[config.mk]
export PLATFORM = sky130hd
export DESIGN_NAME = mbfbs_rem
export DESIGN_NICKNAME = d
export VERILOG_FILES = /design/src/hdl/mbfbs_pkg.sv /design/src/hdl/mbfbs_rem.sv
export SDC_FILE = /design/constraint.sdc
export NUM_CORES = 1
export LEC_CHECK = 0
export ABC_AREA = 0
export BUFFER_PORTS_ARGS = -buffer_cell sky130_fd_sc_hd__buf_4
export CAP_MARGIN = 20
export CORE_MARGIN = 8
export CORE_UTILIZATION = 43
export CTS_BUF_LIST = sky130_fd_sc_hd__clkbuf_16
export DETAILED_ROUTE_END_ITERATION = 10
export PLACE_DENSITY = 0.68
export SLEW_MARGIN = 20
export SYNTH_ARGS = -nofsm -noshare
export SYNTH_HDL_FRONTEND = slang
export SYNTH_SLANG_ARGS = --single-unit
[constraint.sdc]
create_clock -name i_clk -period 3.42 [get_ports i_clk]
set_input_delay 0 -clock i_clk [delete_from_list [all_inputs] [get_ports i_clk]]
set_output_delay 0 -clock i_clk [all_outputs]
set_load 0.01 [all_outputs]
[src/hdl/mbfbs_pkg.sv]
package mbfbs_pkg;

    localparam int FILTER_COUNT    = 16;
    localparam int MAX_FILTER_BITS = 65536;

    // field widths
    localparam int OP_W   = 1;
    localparam int FIDX_W = 4;
    localparam int HASH_W = 63;
    localparam int CFG_W  = 17;

    // largest modulus that the config field can express after clamping
    localparam int CFG_MAX   = (1 << CFG_W) - 1;
    localparam int MOD_MIN   = 8;
    localparam int MOD_MAX   = (MAX_FILTER_BITS > CFG_MAX) ? CFG_MAX : MAX_FILTER_BITS;

    // bit store geometry, one byte per entry
    localparam int SLOT_BYTES  = MAX_FILTER_BITS / 8;
    localparam int STORE_BYTES = FILTER_COUNT * SLOT_BYTES;
    localparam int ADDR_W      = (STORE_BYTES > 1) ? $clog2(STORE_BYTES) : 1;
    localparam int BITNUM_W    = $clog2(MAX_FILTER_BITS);

    // serial remainder step counter width
    localparam int CNT_W = $clog2(HASH_W);

    // APB
    localparam int PADDR_W = 3;
    localparam int PDATA_W = 32;
    localparam logic REG_IDX_BITS_PER_FILTER = 1'b0;

    typedef enum logic [OP_W-1:0] {
        OP_ADD    = 1'b0,
        OP_LOOKUP = 1'b1
    } t_op;

    typedef struct packed {
        logic [OP_W-1:0]   operation;
        logic [FIDX_W-1:0] filter_index;
        logic [HASH_W-1:0] hash_value;
        logic              last_hash;
    } t_in_beat;

    typedef struct packed {
        logic was_lookup;
        logic found;
    } t_out_beat;

    typedef struct packed {
        logic              valid;
        logic              lookup;
        logic              in_range;
        logic [ADDR_W-1:0] addr;
        logic [2:0]        bit_sel;
    } t_store_req;

    typedef struct packed {
        logic done;
        logic hit;
        logic ready;
    } t_store_rsp;

endpackage

[src/hdl/mbfbs_rem.sv]
module mbfbs_rem (
    input  logic                              i_clk,
    input  logic                              i_rst_n,
    input  logic                              i_start,
    input  logic [mbfbs_pkg::HASH_W-1:0]      i_dividend,
    input  logic [mbfbs_pkg::CFG_W-1:0]       i_modulus,
    output logic                              o_done,
    output logic [mbfbs_pkg::CFG_W-1:0]       o_remainder
);

    logic [mbfbs_pkg::HASH_W-1:0] r_dvd;
    logic [mbfbs_pkg::CFG_W-1:0]  r_mod;
    logic [mbfbs_pkg::CFG_W-1:0]  r_rem, n_rem;
    logic [mbfbs_pkg::CNT_W-1:0]  r_cnt;
    logic                         r_busy;
    logic                         r_done;
    logic [mbfbs_pkg::CFG_W:0]    trial;

    // restoring remainder, one dividend bit per cycle, MSB first
    always_comb begin
        trial = {r_rem, r_dvd[mbfbs_pkg::HASH_W-1]};
        if (trial >= {1'b0, r_mod}) begin
            n_rem = mbfbs_pkg::CFG_W'(trial - {1'b0, r_mod});
        end else begin
            n_rem = mbfbs_pkg::CFG_W'(trial);
        end
    end

    always_ff @(posedge i_clk) begin
        if (!i_rst_n) begin
            r_busy <= 1'b0;
            r_done <= 1'b0;
            r_cnt  <= '0;
        end else begin
            r_done <= 1'b0;
            if (i_start) begin
                r_busy <= 1'b1;
                r_cnt  <= mbfbs_pkg::CNT_W'(mbfbs_pkg::HASH_W - 1);
            end else if (r_busy) begin
                r_cnt <= r_cnt - 1'b1;
                if (r_cnt == '0) begin
                    r_busy <= 1'b0;
                    r_done <= 1'b1;
                end
            end
        end
    end

    always_ff @(posedge i_clk) begin
        if (i_start) begin
            r_dvd <= i_dividend;
            r_mod <= i_modulus;
            r_rem <= '0;
        end else if (r_busy) begin
            r_dvd <= {r_dvd[mbfbs_pkg::HASH_W-2:0], 1'b0};
            r_rem <= n_rem;
        end
    end

    assign o_done      = r_done;
    assign o_remainder = r_rem;

endmodule

---- After elaboration in Yosys (flattened, before gate mapping) ----
Index checks and enable logic that the tools add are counted.
word-level totals
  flip-flop bits (word level) ............. 105
  input bits .............................. 83
  output and inout bits ................... 18
  word-level logic and storage cells ...... 25
cells by class
  add/sub/neg operators ................... 2
  magnitude comparators ................... 1
  multiplexer cells ....................... 9
  bitwise operators ....................... 2
  reductions and logical operators ........ 4
operators by type and width
  operator             count
  $mux 63              2
  $ge 18x17->1         1
  $mux 17              1
  $sub 17x17->17       1
  $mux 6               2
  $logic_not 6->1      1
  $sub 6x1->6 const B  1
  $mux 1               4
  $reduce_or 3->1      1
  $not 1->1            2
  $reduce_bool 2->1    1
  $reduce_or 2->1      1

---- Longest topological paths before layout ----
Gate-level depths: netlist of run 1.
  word-level depth ........................ 4
  gate-level depth with buffers ........... 12
  depth with buffers taken out ............ 10

---- Worst setup path before layout of run 1 ----
No wires, ideal clock.
  path kind ............................... reg-to-reg
  start point ............................. register r_busy
  end point ............................... register r_dvd[0] (netlist bit) (enable)
  library setup time ...................... 0.417 ns
  data arrival time ....................... 2.292 ns
  data required time ...................... 3.003 ns
  path slack .............................. 0.711 ns
  stages on the path, launching flop included .. 5
  path buffers ............................ 2
  clock period less this slack ............ 2.709 ns
  cells stage by stage .................... dfxtp_1 buf_1 nor2_1 clkbuf_1 inv_1
on the way
  word-level cells in the longest chain between the ends .. 1
RTL lines
  element                             line             source
  from (decl)                         mbfbs_rem.sv:15  logic r_busy;
  from (signal assigned)              mbfbs_rem.sv:31  r_busy <= 1'b0;
  from (signal assigned)              mbfbs_rem.sv:37  r_busy <= 1'b1;
  from (signal assigned)              mbfbs_rem.sv:42  r_busy <= 1'b0;
  $reduce_bool 2->1 (no source line)  --
  to (signal assigned)                mbfbs_rem.sv:51  r_dvd <= i_dividend;
  to (signal assigned)                mbfbs_rem.sv:55  r_dvd <= {r_dvd[mbfbs_pkg::HASH_W-2:0], 1'b0};
  to (decl)                           mbfbs_rem.sv:11  logic [mbfbs_pkg::HASH_W-1:0] r_dvd;
Every way passes these cells.
A chain may end at the register's enable or synchronous reset.

---- Worst setup path in the final report of run 1 ----
  start point ............................. register r_dvd[62] (netlist bit)
  end point ............................... register r_rem (netlist bit o_remainder[0])
on the way
  word-level cells in the longest chain between the ends .. 2
  elaborated cells on any way between the ends .. 3
  classes of those cells .................. add/sub: 1; order compare: 1; mux: 1
RTL lines
  element                                         line                              source
  $sub 17x17->17 or $ge 18x17->1 (tied branches)  mbfbs_rem.sv:23, mbfbs_rem.sv:22
  $mux 17 (*)                                     mbfbs_rem.sv:22                   if (trial >= {1'b0, r_mod}) begin
  to (signal assigned)                            mbfbs_rem.sv:56                   r_rem <= n_rem;
  to (decl)                                       mbfbs_rem.sv:13                   logic [mbfbs_pkg::CFG_W-1:0] r_rem, n_rem;
Mark *: on every way between the ends. The rest lies on a longest branch, timed or not.

==> impl_metrics.toml, run 1 <==
[sta]
worst_slew_pin_slew_ns = 0.812
setup_viol = 0
clock_skew_ns = 0.0101
relSlewSlack = 0.459
min_period_ns = 2.66
hold_slack_ns = 0.0848
slew_violations = 0
final-hold-violation-count = 0
rsz0062_at_grt = "false"
post-route-period-util = 0.778
setup_tns_ns = 0
max_freq_mhz = 376

[global_route]
overflow = 0
grt_pass1_wl_mm = 20.5
grt_pass1_vias = 4164
grt_max_degree = 64
gr-usage-all-layers = 0.157
antenna_found_initial = 0

[routing]
drc_errors = 0
vias_per_cell = 5.25
antenna_left = 0
via_count = 3876
wl_per_cell_um = 16.5
totalWireLength_mm = 12.2
dr.pass1.iters = 4
drt_iter0_drc = 292

[floorplanning]
die_x_um = 126
core-area_um2 = 12000
fp-row-count = 40
num_io_pins = 101
die-area_um2 = 16000
start_util = 0.439
die_h_um = 126

[final_layout]
instances_no_fill = 738
fin_nets = 690
drive_gt1_frac = 0.332
n_antenna_cell = 0
finish.instance_area_um2 = 7150
final_core_util = 0.598
areaGrowthSynthToFinish_pct = 36.3

[synth]
yosys.area_share.simple = 0.0741
synth_top_family_by_area = "multiplexers"
synth_adder_area_share = 0.0491
synth_compound_area_frac = 0.110
yosysSeqAreaShare = 0.553
synth.distinct_cells = 56
synth_seq_cells = 105
syn_area_um2 = 5250
synth_flop_cell = "edfxtp_1"
syn_inst = 409
syn_area_per_cell_um2 = 12.8
yosys.area.top_type = "edfxtp_1"
synth_top_area_frac = 0.458
postSynthNetCount = 512
muxShareOfSynthArea = 0.135
ys.warnings.count = 0
synthXorXnorAreaFrac = 0.0300
yosys-top-cells-area = "edfxtp_1 (46%), mux2_2 (13%), dfxtp_1 (9.5%)"
synth_edf_count = 80
ys_async_sr_fraction = 0

[setup_path]
end_kind = "flip-flop"
crit_top_cell = "inv_1"
critPathKind = "flip-flop to flip-flop"
critPathMaxStageDelay_ns = 0.39
crit_path_start_kind = "flip-flop"
crit_arrival_ns = 2.90
path_delay_family = "compound AO/OA/AOI/OAI gates"
crit_chain = "inv_1 > ha_1 > inv_1 > fa_1 > a21o_2 > a221oi_4 > a211o_1 > o211a_1 > buf_4 > mux2i_1 > a22o_1"
reg2regPathDepth = 11
path_max_fanout = 14
reg2reg_to = "o_remainder[0]$_SDFFE_PP0P_"
r2r-start = "r_dvd[62]$_DFFE_PP_"
cp_data_required_time_ns = 3.66
cpMaxStageDelayCell = "fa_1"
cp_num_buf_inv = 3
r2r_slack_ns = 0.76
cp.depth = 11

[clock_tree]
cts.clk_slew.worst_paths_ns = 0.08
post_cts_buffers = 0
clock_latency_ns = 0.36
clk_path_buf_depth = 2
cts_buffers = 9
root_buffer = "clkbuf_16"
hold_buffers = 81
cts_tree = "done"
h-tree-depth = 3
clock-sinks = 105
ctsResizeCount = 0

[job]
cap_violations = 0

[placement]
dpl.hpwl_mm = 7.89
place.gp.congestion = 0.873
place_area_um2 = 6070
io_buffers = 100
dp.cells = 642

[worst_hold_path]
min_path_type = "input pin to flip-flop"
holdCritStartpoint = "i_start"
worstHoldEndpoint = "r_mod[6]$_DFFE_PP_"
min_path_cells = 1

[pwr]
leakage_nw = 2.88
ir_worst_vdd_mv = 0.352
powerDensity_nw_per_um2 = 416

[run_status]
status = "finished, final reports clean"
==> registers in the layout, indices dropped and copies added, names as in the netlist <==
register / cells
r_dvd: 63
o_remainder: 17
r_mod: 17
r_cnt: 6
o_done: 1
r_busy: 1
==> cell usage in the layout, fill, tap and decap left out, types with 3 or more instances in the layout <==
master / n
buf_4: 107
dlygate4sd3_1: 81
edfxtp_1: 80
mux2_2: 62
inv_1: 25
dfxtp_1: 25
nand2_1: 24
a21oi_1: 20
nand3_1: 20
ha_1: 19
nor2_1: 11
o21ai_0: 11
xor2_1: 11
clkbuf_16: 9
a32oi_1: 8
xnor2_1: 7
o21a_1: 5
nand2b_1: 4
a31oi_1: 4
o31ai_1: 4
nor3_1: 4
o311ai_0: 4
a21o_1: 3
a21o_2: 3
==> worst max path at each step <==
stage / from / endpoint / slack [ns]
floorplan: r_busy$_SDFF_PN0_ / r_dvd[0]$_SDFFCE_PN0P_ / 0.71
global placement: r_dvd[62]$_DFFE_PP_ / o_remainder[0]$_SDFFE_PP0P_ / 0.85
detailed placement: r_dvd[62]$_DFFE_PP_ / o_remainder[0]$_SDFFE_PP0P_ / 0.80
CTS: r_dvd[62]$_DFFE_PP_ / o_remainder[0]$_SDFFE_PP0P_ / 0.76
global route: r_dvd[62]$_DFFE_PP_ / o_remainder[0]$_SDFFE_PP0P_ / 0.58
finish: r_dvd[62]$_DFFE_PP_ / o_remainder[0]$_SDFFE_PP0P_ / 0.76
==> metrics by stage <==
step / worst slack, ns / power, W
finish: 0.758 / 0.00298
global route: 0.577 / 0.00311
CTS: 0.760 / 0.00300
detailed placement: 0.799 / 0.00195
global placement: 0.847 / 0.00194
floorplan: 0.711 / 0.00182
==> Yosys cell counts (2+ instances only) <==
cell      count
nor2b_1       2
o21ai_0      11
buf_2         2
edfxtp_1     80
nor2_1       11
nor3_1        4
a21o_2        3
dfxtp_1      25
buf_6         2
a21o_1        3
nand2_1      24
clkbuf_8      2
a311oi_2      2
o21bai_1      2
a21oi_1      20
o311ai_0      4
xnor2_1       7
a32oi_1       8
xor2_1       11
o21a_1        5
mux2_2       62
inv_1        25
nand3_1      20
ha_1         19
nand4_1       2
nand2_2       2
clkbuf_1     11
o31ai_1       4
buf_1         2
a31oi_1       4
nand2b_1      4
a211oi_1      2
==> power by group <==
part	leakage [nW]	total, W	switching [W]	internal [W]
Combinational	1.74	0.000458	0.000196	0.000262
Clock	0.131	0.000975	0.000480	0.000494
Sequential	1.00	0.00155	0.0000423	0.00150
Total	2.88	0.00298	0.000719	0.00226
==> logic make-up (layout without fill, tap and decap cells) <==
group | count (synthesis) | after routing
flops | 105 | 105
compound gates | 79 | 79
simple gates | 78 | 78
mux | 63 | 63
buf+inv | 46 | 228
fa+ha+maj | 20 | 20
xor+xnor | 18 | 18
==> final cells by class <==
type	count	area, µm²
Fill cell	987	4810
Sequential cell	105	2900
Multi-Input combinational cell	258	2090
Timing Repair Buffer	188	1610
Clock buffer	9	225
Tap cell	147	184
Inverter	25	93.8
Clock inverter	6	43.8
==> routing by layer <==
layer	vias up	track usage	share of wire
met1	1869	0.184	0.43
met5	-	0	0
met2	114	0.264	0.50
met4	0	0.0474	0.013
met3	12	0.0582	0.061
li1	1881	-	-
(Power assumes the default switching activity.)
==> run 2, diff against run 1 <==
--- a/config.mk
+++ b/config.mk
@@ -12,7 +12,7 @@
 export CORE_UTILIZATION = 43
 export CTS_BUF_LIST = sky130_fd_sc_hd__clkbuf_16
 export DETAILED_ROUTE_END_ITERATION = 10
-export PLACE_DENSITY = 0.68
+export PLACE_DENSITY = 0.7
 export SLEW_MARGIN = 20
 export SYNTH_ARGS = -nofsm -noshare
 export SYNTH_HDL_FRONTEND = slang
==> constraint.sdc (replaced) <==
create_clock -name i_clk -period 2.24 [get_ports i_clk]
set_input_delay 0 -clock i_clk [delete_from_list [all_inputs] [get_ports i_clk]]
set_output_delay 0 -clock i_clk [all_outputs]
set_load 0.01 [all_outputs]
==> run 2 against run 1 <==
  * The flow now finishes with violations (setup timing)
  * Clock skew down 0.0026 ns
  * Sequential power is 52% higher
  * Maximum frequency is 12% higher
  * Final cell count increased by 4.1%
  * Die area unchanged
  * Count of clock-buffer cells in the layout unchanged
  * Combinational power is 69% higher
  * Final area grew 5.9%
  * Via count grew 2.1%
  * Flip-flop and latch count stayed put
  * Global-route usage increased by 0.66 points
  * Critical path type unchanged
  * Largest power group unchanged
==> impl_metrics.toml, run 2 (same netlist as run 1, synthesis figures left out) <==
[floorplanning]
core-area_um2 = 12000
num_io_pins = 101
start_util = 0.439
die-area_um2 = 16000
fp-row-count = 40
die_h_um = 126
die_x_um = 126

[pwr]
ir_worst_vdd_mv = 0.646
p_sw_w = 0.00114
switching_share = 0.239
leakage_nw = 3.08
p_seq_frac = 0.493
powerDensity_nw_per_um2 = 629
pwr-share-comb = 0.163
power_frac_clock = 0.345
power_w = 0.00477
p_int_w = 0.00363

[clock_tree]
cts_tree = "done"
h-tree-depth = 3
cts_buffers = 9
root_buffer = "clkbuf_16"
clock_latency_ns = 0.35
clk_path_buf_depth = 2
cts.clk_slew.worst_paths_ns = 0.07
clock-sinks = 105

[setup_path]
path_delay_family = "compound AO/OA/AOI/OAI gates"
crit_chain = "inv_2 > ha_4 > inv_2 > fa_2 > a21o_4 > a221oi_4 > a211o_1 > o211a_4 > buf_12 > nand2_4 > a311oi_2"
cpMaxStageDelayCell = "edfxtp_1"
crit_path_start_kind = "flip-flop"
crit_top_cell = "inv_2"
cp_data_required_time_ns = 2.50
critPathMaxStageDelay_ns = 0.38
cp_num_buf_inv = 3
reg2regPathDepth = 11
critPathKind = "flip-flop to flip-flop"
path_max_fanout = 6
cp.depth = 11
crit_arrival_ns = 2.64
end_kind = "flip-flop"

[placement]
dp.cells = 666
place.gp.congestion = 0.892
io_buffers = 100
place_ws_ns = -0.168
dpl.hpwl_mm = 8.26

[sta]
post-route-period-util = 1.07
setup_viol = 17
relSlewSlack = 0.442
slew_violations = 0
min_period_ns = 2.39
final-hold-violation-count = 0
clock_skew_ns = 0.00747
max_freq_mhz = 419
worst_slew_pin_slew_ns = 0.836
rsz0062_at_grt = "true"
worst_slack_ns = -0.146

[routing]
wl_per_cell_um = 16.8
drc_errors = 0
via_count = 3959
vias_per_cell = 5.15
antenna_left = 0
dr.pass1.iters = 4
totalWireLength_mm = 12.9
drt_iter0_drc = 222

[final_layout]
n_antenna_cell = 0
drive_gt1_frac = 0.388
ff_latch_area_um2 = 2900
regMostFlops = "r_dvd"
areaGrowthSynthToFinish_pct = 44.4
multi_input_area_um2 = 2180
largest_register_ff_count = 63
final_common_cell = "buf_4"
instances_no_fill = 768
n_fill_cell = 935
final_cell_mix = "buf_4 (128), dlygate4sd3_1 (81), edfxtp_1 (80)"
fin_nets = 719

[run_status]
violations = "setup timing"
status = "complete, but fails checks"

[worst_hold_path]
min_path_type = "input pin to flip-flop"
min_path_cells = 4

[job]
cap_violations = 0

[global_route]
grt_pass1_wl_mm = 20.9
grt_max_degree = 92
gr-usage-all-layers = 0.164
overflow = 0
grt_pass1_vias = 4267
antenna_found_initial = 0
## run 2: layer usage
metal / GRT usage / wire, µm
met5: 0 / 0
met4: 0.0545 / 246
met3: 0.0607 / 830
met2: 0.286 / 6660
met1: 0.180 / 5130
## run 2: repair_timing
action                                 in CTS  in global routing
pin swaps                                  16                  8
hold buffers                               81                  0
resized for setup                          23                  7
setup endpoints to repair                  17                 17
setup buffers                               3                  2
gates cloned                                1                  0
endpoints found under the hold margin      88                  0
## run 2: power groups by stage
stage | logic [W] | clock network, W | registers [W]
4_1_cts | 0.000768 | 0.00170 | 0.00235
5_1_grt | 0.000847 | 0.00175 | 0.00237
2_1_floorplan | 0.000400 | 0 | 0.00238
6_report | 0.000775 | 0.00164 | 0.00235
3_5_place_dp | 0.000630 | 0 | 0.00239
3_3_place_gp | 0.000611 | 0 | 0.00239
## run 2: cell type report
| class | instances | area share |
|---|---|---|
| clock buffer | 9 | 0.0297 |
| clock inverter | 7 | 0.0116 |
| inverter | 25 | 0.0129 |
| multi-input combinational | 258 | 0.288 |
| sequential | 105 | 0.383 |
| tap | 147 | 0.0243 |
| timing repair buffer | 217 | 0.250 |
## run 2: tightest hold or removal path, cell delays in order
cell and delay (ns):
buf_4 0.10, nor2_2 0.15, nand2_1 0.11, nand3_1 0.06
## run 2: metrics by stage
| stage | setup TNS (ns) | instance area [µm²] | util | hold slack, ns |
|---|---|---|---|---|
| 3_5_place_dp | -2.01 | 6300 | 0.527 | 0.179 |
| 3_3_place_gp | -1.18 | 6300 | 0.527 | 0.178 |
| 5_1_grt | -3.65 | 7580 | 0.633 | 0.143 |
| 2_1_floorplan | -3.52 | 5260 | - | 0.0989 |
| 4_1_cts | -1.83 | 7560 | 0.632 | 0.128 |
| 6_report | -1.48 | 7580 | 0.633 | 0.130 |
## run 2: final timing paths
kind              slack (ns)                          end                        start
setup reg to reg       -0.15  o_remainder[9]$_SDFFE_PP0P_          r_dvd[62]$_DFFE_PP_
hold reg to reg         0.53  o_remainder[3]$_SDFFE_PP0P_  o_remainder[2]$_SDFFE_PP0P_
setup / recovery       -0.15  o_remainder[9]$_SDFFE_PP0P_          r_dvd[62]$_DFFE_PP_
hold / removal          0.13  o_remainder[2]$_SDFFE_PP0P_                      i_start
==> run 3, diff against run 2 <==
==> constraint.sdc (replaced) <==
create_clock -name i_clk -period 2.15 [get_ports i_clk]
set_input_delay 0 -clock i_clk [delete_from_list [all_inputs] [get_ports i_clk]]
set_output_delay 0 -clock i_clk [all_outputs]
set_load 0.01 [all_outputs]
==> run 3 against run 2 <==
  * Clock skew fell by 0.0025 ns
  * Final area rose by 1.7%
  * Largest power group unchanged
  * Combinational power rose by 7.9%
  * Power rose by 7.9%
  * Flip-flop and latch count did not move
  * Non-clock buffer count rose by 17
  * Maximum frequency rose by 1.7%
  * The run still ends with setup timing left
  * Register-to-register slack got worse by 0.05 ns
  * Core utilization rose by 1.1 points
  * Routed wire length rose by 3.6%
==> impl_metrics.toml, run 3 (same netlist as run 1, synthesis figures left out) <==
[global_route]
antenna_found_initial = 0
use_met1 = 0.185
globalRouteMet3Util = 0.0511
overflow = 0
use_met2 = 0.297
gr-usage-all-layers = 0.170
grt_pass1_vias = 4324
grt_max_degree = 64
grt.busiest_layer = "met2"
grt_pass1_wl_mm = 21.6

[sta]
min_period_ns = 2.34
hold_slack_ns = 0.0624
clock_skew_ns = 0.00500
worst_slack_ns = -0.195
final-hold-violation-count = 0
max_freq_mhz = 426
relSlewSlack = 0.684
setup_tns_ns = -2.39
worst_slew_pin_slew_ns = 0.468
setup_viol = 17
rsz0062_at_grt = "true"
post-route-period-util = 1.09
slew_violations = 0

[floorplanning]
core-area_um2 = 12000
die-area_um2 = 16000
die_h_um = 126
num_io_pins = 101
die_x_um = 126
fp-row-count = 40
start_util = 0.439

[pwr]
ir_worst_vdd_mv = 0.551
p_int_w = 0.00392
pwr-share-comb = 0.163
leakage_nw = 3.17
power_frac_clock = 0.361
switching_share = 0.238
powerDensity_nw_per_um2 = 667
p_seq_frac = 0.476
p_sw_w = 0.00122

[routing]
wl_per_cell_um = 17.0
via_count = 4043
antenna_left = 0
drc_errors = 0
drt_iter0_drc = 181
totalWireLength_mm = 13.3
dr.pass1.iters = 4
vias_per_cell = 5.15

[setup_path]
reg2regPathDepth = 11
critPathMaxStageDelay_ns = 0.39
path_delay_family = "compound AO/OA/AOI/OAI gates"
r2r_slack_ns = -0.19
crit_top_cell = "inv_2"
reg2reg_to = "o_remainder[5]$_SDFFE_PP0P_"
critPathKind = "flip-flop to flip-flop"
crit_chain = "inv_2 > ha_4 > inv_2 > fa_2 > a21o_4 > a221oi_4 > a211o_1 > o211a_4 > buf_12 > nand2_2 > a311oi_2"
cp_num_buf_inv = 3
path_max_fanout = 10
r2r-start = "r_dvd[62]$_DFFE_PP_"
cpMaxStageDelayCell = "edfxtp_1"
end_kind = "flip-flop"
crit_arrival_ns = 2.62
crit_path_start_kind = "flip-flop"
cp_data_required_time_ns = 2.42

[final_layout]
largest_register_ff_count = 63
n_antenna_cell = 0
drive_gt1_frac = 0.406
final_common_cell = "buf_4"
fin_nets = 736
finish.instance_area_um2 = 7700
regMostFlops = "r_dvd"
areaGrowthSynthToFinish_pct = 46.8
final_cell_mix = "buf_4 (146), dlygate4sd3_1 (81), edfxtp_1 (80)"
instances_no_fill = 785

[clock_tree]
clock-sinks = 105
cts_tree = "done"
cts.clk_slew.worst_paths_ns = 0.07
cts_buffers = 9
clock_latency_ns = 0.36
root_buffer = "clkbuf_16"
clk_path_buf_depth = 2
h-tree-depth = 3

[run_status]
violations = "setup timing"
status = "complete, but fails checks"

[worst_hold_path]
min_path_type = "input pin to flip-flop"
holdCritStartpoint = "i_start"
worstHoldEndpoint = "o_remainder[9]$_SDFFE_PP0P_"
min_path_cells = 2

[placement]
place_area_um2 = 6440
dp.cells = 685
dpl.hpwl_mm = 8.74
place_ws_ns = -0.277
place.gp.congestion = 0.886
io_buffers = 100

[job]
cap_violations = 0
-- run 3: through the flow --
stage	utilization	power, W
finish	0.644	0.00514
CTS	0.641	0.00516
floorplan	-	0.00289
detailed placement	0.539	0.00318
global placement	0.539	0.00316
global route	0.644	0.00533
-- run 3: what timing repair did --
action | 4_1_cts | 5_1_grt
buffers inserted | 1 | 2
gates resized for setup | 15 | 8
hold buffers | 81 | 0
hold endpoints to repair | 88 | 0
setup endpoints to repair | 17 | 17
pin swaps | 10 | 5
-- run 3: cell type report --
cell class / count / area [µm²]
fill: 891 / 4260
sequential: 105 / 2900
multi-input combinational: 258 / 2170
timing repair buffer: 234 / 2010
clock buffer: 9 / 225
tap: 147 / 184
clock inverter: 7 / 109
inverter: 25 / 97.6
-- run 3: worst max-delay path by stage --
stage                                    from                      endpoint  slack (ns)  depth (start not counted)
after global routing      r_dvd[62]$_DFFE_PP_   o_remainder[5]$_SDFFE_PP0P_       -0.33                         11
after global placement    r_dvd[62]$_DFFE_PP_  o_remainder[14]$_SDFFE_PP0P_       -0.22                         11
after floorplan           r_dvd[62]$_DFFE_PP_   o_remainder[9]$_SDFFE_PP0P_       -0.26                         12
after detailed placement  r_dvd[62]$_DFFE_PP_  o_remainder[14]$_SDFFE_PP0P_       -0.28                         11
after CTS                 r_dvd[62]$_DFFE_PP_   o_remainder[5]$_SDFFE_PP0P_       -0.20                         11
final                     r_dvd[62]$_DFFE_PP_   o_remainder[5]$_SDFFE_PP0P_       -0.19                         11
-- run 3: power groups by stage --
| stage | logic [W] | clock network (W) | registers, W |
|---|---|---|---|
| 2_1_floorplan | 0.000417 | 0 | 0.00248 |
| 3_3_place_gp | 0.000669 | 0 | 0.00249 |
| 3_5_place_dp | 0.000686 | 0 | 0.00249 |
| 4_1_cts | 0.000821 | 0.00189 | 0.00245 |
| 5_1_grt | 0.000907 | 0.00195 | 0.00247 |
| 6_report | 0.000836 | 0.00186 | 0.00245 |
-- run 3: per-layer routing --
| metal | part of all wire | vias up | routed length (µm) |
|---|---|---|---|
| li1 | - | 1981 | - |
| met2 | 0.52 | 113 | 6870 |
| met5 | 0 | - | 0 |
| met4 | 0.023 | 0 | 309 |
| met1 | 0.40 | 1927 | 5320 |
| met3 | 0.063 | 22 | 834 |
